`src/rtl/core/sdq_pkg.sv`:
```
// Shared types and constants for the shape record deque.
`default_nettype none

package sdq_pkg;

  // Field widths of one record and of the result.
  localparam int unsigned COORD_W = 16;
  localparam int unsigned SIDE_W  = 16;
  localparam int unsigned AREA_W  = 32;
  localparam int unsigned FILL_W  = 5;

  // Packed record layout in the two stores.
  localparam int unsigned POS_W  = 2 * COORD_W;
  localparam int unsigned SIZE_W = 2 * SIDE_W + 1;

  // Request codes.
  typedef enum logic [1:0] {
    OP_PUSH_BACK  = 2'd0,
    OP_PUSH_FRONT = 2'd1,
    OP_POP_FRONT  = 2'd2,
    OP_POP_BACK   = 2'd3
  } op_e;

  // Result status codes.
  typedef enum logic [1:0] {
    ST_DONE  = 2'd0,
    ST_EMPTY = 2'd1,
    ST_FULL  = 2'd2
  } status_e;

  // Shape kinds.
  localparam logic SHAPE_TRIANGLE = 1'b0;

  // Request summary handed from the ring control to the result stage.
  typedef struct packed {
    logic              valid;
    logic              pop_hit;
    status_e           status;
    logic [FILL_W-1:0] fill;
  } req_t;

endpackage

`default_nettype wire

```
`src/rtl/core/sdq_ram.sv`:
```
// Generic simple dual-port RAM with one write port and a registered read port.
`default_nettype none

module sdq_ram #(
  parameter int unsigned WIDTH = 32,
  parameter int unsigned DEPTH = 16
) (
  input  wire logic                     clk_i,
  input  wire logic                     we_i,
  input  wire logic [$clog2(DEPTH)-1:0] waddr_i,
  input  wire logic [WIDTH-1:0]         wdata_i,
  input  wire logic                     re_i,
  input  wire logic [$clog2(DEPTH)-1:0] raddr_i,
  output logic      [WIDTH-1:0]         rdata_o
);

  logic [WIDTH-1:0] mem_q [DEPTH];

  // Write port and registered read port.
  always_ff @(posedge clk_i) begin
    if (we_i) begin
      mem_q[waddr_i] <= wdata_i;
    end
    if (re_i) begin
      rdata_o <= mem_q[raddr_i];
    end
  end

endmodule

`default_nettype wire

```
`src/rtl/core/sdq_ctrl.sv`:
```
// Ring control: head index, entry count and slot selection for each request.
`default_nettype none

module sdq_ctrl import sdq_pkg::*; #(
  parameter int unsigned CAPACITY = 16
) (
  input  wire logic                        clk_i,
  input  wire logic                        rst_ni,
  input  wire logic                        accept_i,
  input  wire op_e                         op_i,
  output logic                             we_o,
  output logic                             re_o,
  output logic [$clog2(CAPACITY)-1:0]      slot_o,
  output req_t                             req_o
);

  localparam int unsigned IDX_W = $clog2(CAPACITY);
  localparam int unsigned CNT_W = $clog2(CAPACITY + 1);
  localparam int unsigned SUM_W = CNT_W + 1;

  logic [IDX_W-1:0] head_q, head_d;
  logic [CNT_W-1:0] count_q, count_d;
  req_t             req_q, req_d;

  logic             full;
  logic             empty;
  logic [SUM_W-1:0] sum_back;
  logic [SUM_W-1:0] sum_last;
  logic [IDX_W-1:0] slot_back;
  logic [IDX_W-1:0] slot_last;
  logic [IDX_W-1:0] head_dec;
  logic [IDX_W-1:0] head_inc;

  assign full  = (count_q == CNT_W'(CAPACITY));
  assign empty = (count_q == '0);

  // Ring arithmetic: the sums stay below twice the capacity, so one
  // compare and subtract wraps them.
  assign sum_back  = SUM_W'(head_q) + SUM_W'(count_q);
  assign sum_last  = sum_back - SUM_W'(1);
  assign slot_back = (sum_back >= SUM_W'(CAPACITY)) ?
                     IDX_W'(sum_back - SUM_W'(CAPACITY)) : IDX_W'(sum_back);
  assign slot_last = (sum_last >= SUM_W'(CAPACITY)) ?
                     IDX_W'(sum_last - SUM_W'(CAPACITY)) : IDX_W'(sum_last);
  assign head_dec  = (head_q == '0) ? IDX_W'(CAPACITY - 1) : head_q - IDX_W'(1);
  assign head_inc  = (head_q == IDX_W'(CAPACITY - 1)) ? '0 : head_q + IDX_W'(1);

  // Request decode: store access, pointer update and result summary.
  always_comb begin
    head_d       = head_q;
    count_d      = count_q;
    we_o         = 1'b0;
    re_o         = 1'b0;
    slot_o       = slot_back;
    req_d.valid   = accept_i;
    req_d.pop_hit = 1'b0;
    req_d.status  = ST_DONE;
    if (accept_i) begin
      unique case (op_i)
        OP_PUSH_BACK: begin
          if (full) begin
            req_d.status = ST_FULL;
          end else begin
            we_o    = 1'b1;
            slot_o  = slot_back;
            count_d = count_q + CNT_W'(1);
          end
        end
        OP_PUSH_FRONT: begin
          if (full) begin
            req_d.status = ST_FULL;
          end else begin
            we_o    = 1'b1;
            slot_o  = head_dec;
            head_d  = head_dec;
            count_d = count_q + CNT_W'(1);
          end
        end
        OP_POP_FRONT: begin
          if (empty) begin
            req_d.status = ST_EMPTY;
          end else begin
            re_o          = 1'b1;
            slot_o        = head_q;
            head_d        = head_inc;
            count_d       = count_q - CNT_W'(1);
            req_d.pop_hit = 1'b1;
          end
        end
        OP_POP_BACK: begin
          if (empty) begin
            req_d.status = ST_EMPTY;
          end else begin
            re_o          = 1'b1;
            slot_o        = slot_last;
            count_d       = count_q - CNT_W'(1);
            req_d.pop_hit = 1'b1;
          end
        end
        default: begin
          req_d.status = ST_DONE;
        end
      endcase
    end
    req_d.fill = FILL_W'(count_d);
  end

  // Pointer and request stage registers.
  always_ff @(posedge clk_i or negedge rst_ni) begin
    if (!rst_ni) begin
      head_q  <= '0;
      count_q <= '0;
      req_q   <= '0;
    end else begin
      head_q  <= head_d;
      count_q <= count_d;
      req_q   <= req_d;
    end
  end

  assign req_o = req_q;

endmodule

`default_nettype wire

```
`src/rtl/core/sdq_result.sv`:
```
// Result stage: unpacks the popped record, computes its area and registers the result.
`default_nettype none

module sdq_result import sdq_pkg::*; (
  input  wire logic                clk_i,
  input  wire logic                rst_ni,
  input  wire req_t                req_i,
  input  wire logic [POS_W-1:0]    pos_i,
  input  wire logic [SIZE_W-1:0]   size_i,
  output logic                     done_o,
  output logic [1:0]               status_o,
  output logic                     out_shape_o,
  output logic signed [COORD_W-1:0] out_x_o,
  output logic signed [COORD_W-1:0] out_y_o,
  output logic [SIDE_W-1:0]        out_side_a_o,
  output logic [SIDE_W-1:0]        out_side_b_o,
  output logic [AREA_W-1:0]        out_area_o,
  output logic [FILL_W-1:0]        fill_count_o
);

  logic              shape;
  logic [SIDE_W-1:0] side_a;
  logic [SIDE_W-1:0] side_b;
  logic [AREA_W-1:0] product;
  logic [AREA_W-1:0] area;

  // Unpack the record and form the area; a triangle halves the product.
  assign shape   = size_i[SIZE_W-1];
  assign side_a  = size_i[2*SIDE_W-1:SIDE_W];
  assign side_b  = size_i[SIDE_W-1:0];
  assign product = AREA_W'(side_a) * AREA_W'(side_b);
  assign area    = (shape == SHAPE_TRIANGLE) ? (product >> 1) : product;

  // Result strobe.
  always_ff @(posedge clk_i or negedge rst_ni) begin
    if (!rst_ni) begin
      done_o <= 1'b0;
    end else begin
      done_o <= req_i.valid;
    end
  end

  // Result payload; record fields read as zero unless a pop found a record.
  always_ff @(posedge clk_i) begin
    status_o     <= req_i.status;
    fill_count_o <= req_i.fill;
    if (req_i.pop_hit) begin
      out_shape_o  <= shape;
      out_x_o      <= pos_i[POS_W-1:COORD_W];
      out_y_o      <= pos_i[COORD_W-1:0];
      out_side_a_o <= side_a;
      out_side_b_o <= side_b;
      out_area_o   <= area;
    end else begin
      out_shape_o  <= 1'b0;
      out_x_o      <= '0;
      out_y_o      <= '0;
      out_side_a_o <= '0;
      out_side_b_o <= '0;
      out_area_o   <= '0;
    end
  end

endmodule

`default_nettype wire

```
`src/rtl/core/shape_record_deque.sv`:
```
// Top level of the shape record deque: ring control, record stores and result stage.
//
//   Channel   Handshake          Ports
//   --------  -----------------  ----------------------------------------------
//   request   start_i & !busy_o  kind_i, shape_kind_i, pos_x_i, pos_y_i,
//                                side_a_i, side_b_i
//   result    done_o (1 cycle)   status_o, out_shape_o, out_x_o, out_y_o,
//                                out_side_a_o, out_side_b_o, out_area_o,
//                                fill_count_o
//
// Each request gives one result: the store read and the request summary are
// registered when it is taken, then the result stage registers the area.
// A new request may be taken at every edge, so busy_o stays low; the pointers
// update at the accepting edge, and an entry written there is read back by a
// later pop from the RAM itself. The result receiver cannot stall, and each
// result stands for exactly one cycle. Reset clears the pointers and the
// strobe; the stores need no clearing, since pops only read written entries.
`default_nettype none

module shape_record_deque import sdq_pkg::*; #(
  parameter int unsigned CAPACITY = 16
) (
  input  wire logic                 clk_i,
  input  wire logic                 rst_ni,
  input  wire logic                 start_i,
  output logic                      busy_o,
  input  wire logic [1:0]           kind_i,
  input  wire logic                 shape_kind_i,
  input  wire logic signed [COORD_W-1:0] pos_x_i,
  input  wire logic signed [COORD_W-1:0] pos_y_i,
  input  wire logic [SIDE_W-1:0]    side_a_i,
  input  wire logic [SIDE_W-1:0]    side_b_i,
  output logic                      done_o,
  output logic [1:0]                status_o,
  output logic                      out_shape_o,
  output logic signed [COORD_W-1:0] out_x_o,
  output logic signed [COORD_W-1:0] out_y_o,
  output logic [SIDE_W-1:0]         out_side_a_o,
  output logic [SIDE_W-1:0]         out_side_b_o,
  output logic [AREA_W-1:0]         out_area_o,
  output logic [FILL_W-1:0]         fill_count_o
);

  localparam int unsigned IDX_W = $clog2(CAPACITY);

  logic              accept;
  logic              we;
  logic              re;
  logic [IDX_W-1:0]  slot;
  req_t              req;
  logic [POS_W-1:0]  pos_wdata;
  logic [SIZE_W-1:0] size_wdata;
  logic [POS_W-1:0]  pos_rdata;
  logic [SIZE_W-1:0] size_rdata;

  // The pipeline takes a transaction at every edge.
  assign busy_o = 1'b0;
  assign accept = start_i && !busy_o;

  // Record packing for the two stores.
  assign pos_wdata  = {pos_x_i, pos_y_i};
  assign size_wdata = {shape_kind_i, side_a_i, side_b_i};

  sdq_ctrl #(
    .CAPACITY (CAPACITY)
  ) u_ctrl (
    .clk_i    (clk_i),
    .rst_ni   (rst_ni),
    .accept_i (accept),
    .op_i     (op_e'(kind_i)),
    .we_o     (we),
    .re_o     (re),
    .slot_o   (slot),
    .req_o    (req)
  );

  sdq_ram #(
    .WIDTH (POS_W),
    .DEPTH (CAPACITY)
  ) u_pos_ram (
    .clk_i   (clk_i),
    .we_i    (we),
    .waddr_i (slot),
    .wdata_i (pos_wdata),
    .re_i    (re),
    .raddr_i (slot),
    .rdata_o (pos_rdata)
  );

  sdq_ram #(
    .WIDTH (SIZE_W),
    .DEPTH (CAPACITY)
  ) u_size_ram (
    .clk_i   (clk_i),
    .we_i    (we),
    .waddr_i (slot),
    .wdata_i (size_wdata),
    .re_i    (re),
    .raddr_i (slot),
    .rdata_o (size_rdata)
  );

  sdq_result u_result (
    .clk_i        (clk_i),
    .rst_ni       (rst_ni),
    .req_i        (req),
    .pos_i        (pos_rdata),
    .size_i       (size_rdata),
    .done_o       (done_o),
    .status_o     (status_o),
    .out_shape_o  (out_shape_o),
    .out_x_o      (out_x_o),
    .out_y_o      (out_y_o),
    .out_side_a_o (out_side_a_o),
    .out_side_b_o (out_side_b_o),
    .out_area_o   (out_area_o),
    .fill_count_o (fill_count_o)
  );

  // Every accepted transaction yields a result on done_o.
  a_result_follows: assert property (@(posedge clk_i) disable iff (!rst_ni)
    accept |-> ##2 done_o)
    else $error("accepted transaction produced no result");

  // A refused push reports a full store.
  a_full_count: assert property (@(posedge clk_i) disable iff (!rst_ni)
    (done_o && status_o == ST_FULL) |-> (fill_count_o == FILL_W'(CAPACITY)))
    else $error("full status with a store that is not full");

  // A pop that finds nothing reports an empty store and no record.
  a_empty_count: assert property (@(posedge clk_i) disable iff (!rst_ni)
    (done_o && status_o == ST_EMPTY) |-> (fill_count_o == '0 && out_area_o == '0))
    else $error("empty status with stored records or record data");

endmodule

`default_nettype wire
```
`config.mk`:
```
export PLATFORM = sky130hd
export DESIGN_NAME = shape_record_deque
export DESIGN_NICKNAME = d
export VERILOG_FILES = /design/src/rtl/core/sdq_pkg.sv /design/src/rtl/core/sdq_ram.sv /design/src/rtl/core/sdq_ctrl.sv /design/src/rtl/core/sdq_result.sv /design/src/rtl/core/shape_record_deque.sv
export SDC_FILE = /design/constraint.sdc
export NUM_CORES = 2
export LEC_CHECK = 0
export BUFFER_PORTS_ARGS = -buffer_cell sky130_fd_sc_hd__buf_2
export CAP_MARGIN = 20
export CORE_UTILIZATION = 34
export CTS_CLUSTER_SIZE = 24
export DETAILED_ROUTE_END_ITERATION = 16
export GPL_ROUTABILITY_DRIVEN = 0
export MAX_ROUTING_LAYER = met4
export PLACE_DENSITY = 0.55
export REMOVE_ABC_BUFFERS = 1
export SLEW_MARGIN = 10
export SYNTH_ARGS = -nofsm -noshare
export SYNTH_HDL_FRONTEND = slang
export SYNTH_SLANG_ARGS = --single-unit
```
`constraint.sdc`:
```
create_clock -name clk_i -period 17.6 [get_ports clk_i]
set_input_delay 0.88 -clock clk_i [delete_from_list [all_inputs] [get_ports clk_i]]
set_output_delay 0.88 -clock clk_i [all_outputs]
set_load 0.005 [all_outputs]
```
After elaboration in Yosys (flattened, before gate mapping) --
Memories as Yosys holds them, arrays and structs flattened. A register that Yosys moved wholly into a read port is not among the register bits. Cells that the tools add are included.
Word-level totals: bits in writable memories 1040, output and inout bits 106, register bits after elaboration 118, memories 2
Cells by class: multiplexer cells 28, $add $sub $neg 8, multipliers 1, equal/unequal tests 9, order comparisons 2, reduce and logical (&&, ||, !) cells 9
Memories:
- u_size_ram.mem_q | depth 16, width 33, rd ports 1, clocked after Yosys merged registers in 1, write ports 1, RTL line sdq_ram.sv:17 | logic [WIDTH-1:0] mem_q [DEPTH];
- u_pos_ram.mem_q | depth 16, width 32, rd ports 1, clocked after Yosys merged registers in 1, write ports 1, RTL line sdq_ram.sv:17
Operators by type and width (count):
- 4-bit 2-to-1 mux | 10
- 16-bit by 16-bit multiplier with 32-bit output | 1
- 31-bit 2-to-1 mux | 1
- 4-bit case mux with 4 select lines | 1
- 6-bit by 5-bit greater-or-equal comparator with 1-bit output (second input constant) | 2
- 4-bit by 1-bit subtractor with 4-bit output (second input constant) | 3
- 5-bit 2-to-1 mux | 2
- 5-bit case mux with 2 select lines | 1
- 1-bit 2-to-1 mux | 9
- 2-bit inequality test (second input constant) | 4
- 4-bit case mux with 2 select lines | 1
- 4-bit by 5-bit adder with 6-bit output | 1
- 6-bit by 1-bit subtractor with 6-bit output (second input constant) | 1
- 5-bit by 1-bit adder with 5-bit output (second input constant) | 1
- 5-bit == test (second input constant) | 1
- 5-bit logical NOT | 1
- 5-bit by 1-bit subtractor with 5-bit output (second input constant) | 1
- 4-bit by 1-bit adder with 4-bit output (second input constant) | 1
- 2-bit == test (second input constant) | 2
- 4-bit == test (second input constant) | 1
- 4-bit logical NOT | 1
- 2-bit case mux with 2 select lines | 1
- 4-bit AND reduction | 1
- 2-bit OR reduction | 2
- other kinds (7) | 7

Depth between registers and ports, before layout --
depth after elaboration 7, depth in mapped cells 24, mapped depth without buffers 21

Cells and area by module --
From an unflattened synthesis, not the netlist that was laid out.
Unflattened totals: cell total of the unflattened synthesis 3084, area total of the unflattened synthesis 53985.5 um^2
Modules (own cells, without submodules):
- sdq_ram (u_size_ram) | cells each 864, instances 1, seq. area each 16846.2 um^2, area each 20961.4 um^2
- sdq_ram (u_pos_ram) | cells each 838, instances 1, seq. area each 16335.7 um^2, area each 20155.6 um^2
- sdq_result | cells each 1244, instances 1, seq. area each 2107.0 um^2, area each 11667.4 um^2
- sdq_ctrl | cells each 136, instances 1, seq. area each 325.3 um^2, area each 1189.9 um^2
- shape_record_deque | cells each 2, instances 1, seq. area each 0.0 um^2, area each 11.3 um^2

Worst setup path after synthesis --
No wires, ideal clock.
path type reg-to-reg, start point register u_ctrl.count_q[0], end point memory u_pos_ram.mem_q[0][0] (enable), setup slack 9.892 ns, stages on the path, launching flop included 12, arrival time 7.140 ns, data required time 17.032 ns, setup time 0.568 ns, cell sequence dfrtp_1 > ha_1 > fa_1 > inv_1 > ha_1 > o21ai_0 > a2111oi_1 > o22ai_4 > buf_4 > buf_2 > buf_2 > nor3_1
On the way: longest elaborated chain between the ends 7
RTL lines:
- start: declaration | RTL line sdq_ctrl.sv:22 | logic [CNT_W-1:0] count_q, count_d;
- start signal: assignment | RTL line sdq_ctrl.sv:116 | count_q <= count_d;
- 4-bit by 5-bit adder with 6-bit output | RTL line sdq_ctrl.sv:39 | assign sum_back = SUM_W'(head_q) + SUM_W'(count_q);
- 6-bit by 1-bit subtractor with 6-bit output | RTL line sdq_ctrl.sv:40 | assign sum_last = sum_back - SUM_W'(1);
- 6-bit by 5-bit greater-or-equal comparator with 1-bit output or 4-bit by 1-bit subtractor with 4-bit output (tied branches) | RTL line sdq_ctrl.sv:43, sdq_ctrl.sv:44
- 4-bit 2-to-1 mux | RTL line sdq_ctrl.sv:43 | assign slot_last = (sum_last >= SUM_W'(CAPACITY)) ?
- 4-bit 2-to-1 mux | RTL line sdq_ctrl.sv:91 | if (empty) begin
- 4-bit case mux with 4 select lines | RTL line sdq_ctrl.sv:59 | unique case (op_i)
- 4-bit 2-to-1 mux | RTL line sdq_ctrl.sv:58 | if (accept_i) begin
- end: declaration | RTL line sdq_ram.sv:17
Parallel ways exist; a longest one is shown, timed or not.

Worst setup path after layout --
start point register u_size_ram.rdata_o[29] (read register of u_size_ram.mem_q), end point register u_result.out_area_o[30]
On the way: longest elaborated chain between the ends 2
RTL lines:
- start: declaration | RTL line sdq_ram.sv:14 | output logic [WIDTH-1:0] rdata_o
- 16-bit by 16-bit multiplier with 32-bit output | RTL line sdq_result.sv:31 | assign product = AREA_W'(side_a) * AREA_W'(side_b);
- 31-bit 2-to-1 mux | RTL line sdq_result.sv:32 | assign area = (shape == SHAPE_TRIANGLE) ? (product >> 1) : product;
- end signal: assignment | RTL line sdq_result.sv:53 | out_area_o <= area;
- end: declaration | RTL line sdq_result.sv:17 | output logic [AREA_W-1:0] out_area_o,
Every way passes these cells. A chain may end at the register's enable or synchronous reset.

==> reports/metrics.cfg <==
[outcome]
status=complete, no violations

[die]
core_sq_mm=0.1628
start_util=0.3424
die_h_um=406.9
io_pins=176
die_area_sq_mm=0.1655
die_x_um=406.9
rows=148

[run]
maxCapViolCount=0

[clocking]
clock-sinks=1223
cts_tree=yes
postCtsSetupRepairBufs=0
cts_resized=0
cts-root-buf=clkbuf_16
clk_pin_slew_ns=0.06
holdBufCountCts=1
cts_made_buffers=137
clock_tree.buffer_depth=3
clk_latency_ns=0.78
cts_max_level=4

[logic_synthesis]
synth_ff_type=edfxtp_1
yosysSeqAreaShare=0.6390
yosys_warnings=0
async_flop_share=0.01145
yosys.area.top_type=edfxtp_1
synth_top_cells_by_count=edfxtp_1 (1105), nand2_1 (704), a211oi_1 (329)
synth_cells=4256
synth_area_leaders=edfxtp_1 (60%), fa_1 (7.0%), nand2_1 (4.7%)
syn_area_sq_mm=0.05573
synth_most_common_cell=edfxtp_1
yosys.area.top_type_share=0.5954
synth_edf_count=1105
synth_cell_types=69
synth.avg_cell_area_sq_um=13.10
ys_ff_latch=1223

[route]
drt_iter0_markers=2570
routed_wl_um=145100
first_pass_iters=5
drc=0
routed_via_density=5.175
avgRoutedWirePerCell_um=21.87
antenna_left=0
vias=34336

[final_layout]
stdcell_count=6635
syn2layout_area_growth_pct=13.31
fin_util=0.3880
drive_above_1_share=0.1055
final_nets=4711

[min_path]
hp-class=in2reg

[timing]
rsz0062_at_grt=false
period_minus_slack_ns=6.766
maxSlewViolCount=0
slew-limit-headroom=0.2411
hold_viol_final=0
finalSetupTns_ns=0
hold_slack_ns=0.3248
setup_viol_count_final=0
max_freq_mhz=147.8
skew_ns=0.04134
worst-slew-pin-transition_ns=1.138
timing.final.crit_share=0.3845

[setup_path]
path_class=reg2reg
cp_data_required_time_ns=18.24
startpoint_type=flop
crit_path_end_kind=flop
path_max_fanout=17
critPathArrivalTime_ns=7.41

[grt]
grt_first_pass_wirelength_um=219400
antenna_found_initial=38
grt_usage=0.1808
grt_max_degree=196
overflow=0
grt_pass1_vias=34508

[placement]
place_inst=6360
dp_hpwl_um=76770
io_buffers=174

-- worst max-delay path: stages, from the launching register on --
cell      delay, ns
edfxtp_1       0.91
nand2_1        0.20
fa_1           0.56
fa_1           0.51
fa_1           0.51
inv_1          0.05
fa_1           0.50
fa_1           0.49
inv_1          0.05
fa_1           0.47
inv_1          0.04
ha_1           0.42
and4_1         0.23
o21ai_0        0.10
a211o_1        0.34
and4_1         0.23
o311ai_0       0.45
a21oi_1        0.15
xnor2_1        0.15
a2bb2o_1       0.28
-- registers in the layout (all words and copies together), names as in the netlist --
signal	cells
u_result.out_shape_o	1
u_size_ram.mem_q	528
u_pos_ram.mem_q	512
u_result.out_area_o	32
u_result.status_o	2
u_result.out_y_o	16
u_ctrl.req_o	4
u_ctrl.head_q	4
u_pos_ram.rdata_o	32
u_result.fill_count_o	5
u_size_ram.rdata_o	33
u_result.done_o	1
u_result.out_x_o	16
u_ctrl.count_q	5
u_result.out_side_a_o	16
u_result.out_side_b_o	16
-- cell usage in the layout, fill, tap and decap left out, types with 134 or more instances in the layout --
| cell | netlist | final |
|---|---|---|
| a31oi_1 | 134 | 134 |
| a21oi_1 | 179 | 179 |
| nand2_1 | 704 | 704 |
| a211oi_1 | 329 | 329 |
| and2_1 | 184 | 183 |
| buf_2 | 112 | 174 |
| fa_1 | 196 | 196 |
| inv_1 | 244 | 244 |
| edfxtp_1 | 1105 | 1105 |
| clkbuf_16 | 0 | 141 |
| and3_1 | 266 | 266 |
-- per-stage QoR --
| stage | worst slack, ns | instance area [sq um] |
|---|---|---|
| 2_1_floorplan | 1.207 | 54410 |
| 3_3_place_gp | 10.98 | 58660 |
| 3_5_place_dp | 10.75 | 58660 |
| 4_1_cts | 10.76 | 63070 |
| 5_1_grt | 10.49 | 63140 |
| 6_report | 10.83 | 63150 |
-- metal layers --
metal / up-vias / track usage / routed length [um]
li1: 15819 / - / -
met1: 17422 / 0.2400 / 65530
met2: 880 / 0.2865 / 68700
met3: 215 / 0.02941 / 7908
met4: 0 / 0.05039 / 2949
met5: - / - / 0
-- logic make-up after synthesis --
| group | Yosys count | share of synthesized area |
|---|---|---|
| other cells | 1 | 0.00006728 |
| xor+xnor | 34 | 0.005343 |
| compound gates | 858 | 0.1078 |
| buf+inv | 549 | 0.04016 |
| simple gates | 1264 | 0.1083 |
| mux | 12 | 0.002200 |
| flops | 1223 | 0.6390 |
| fa+ha+maj | 315 | 0.09712 |
-- path summary, 6_finish.rpt --
check                                            start                 endpoint  slack (ns)  depth (start not counted)
worst max-delay path            u_size_ram.rdata_o[29]  u_result.out_area_o[30]       10.83                         19
worst min-delay path                           start_i          u_ctrl.req_o[8]        0.32                          1
worst max register to register  u_size_ram.rdata_o[29]  u_result.out_area_o[30]       10.83                         19
worst min register to register         u_ctrl.req_o[6]     u_result.status_o[1]        0.34                          0
max in group asynchronous                       rst_ni          u_ctrl.req_o[7]       16.77                          2
min in group asynchronous                       rst_ni          u_ctrl.req_o[8]        0.54                          2
-- cell type report --
class,count,area [sq um]
fill,15295,99620
sequential,1223,35620
multi-input combinational,2484,18020
clock buffer,185,3794
tap,2175,2721
timing repair buffer,235,1414
inverter,245,919.6
clock inverter,66,609.3
antenna,22,55.05
Power is not shown: default switching activity piles up to over one toggle a cycle in this logic, so the estimate is an artifact.
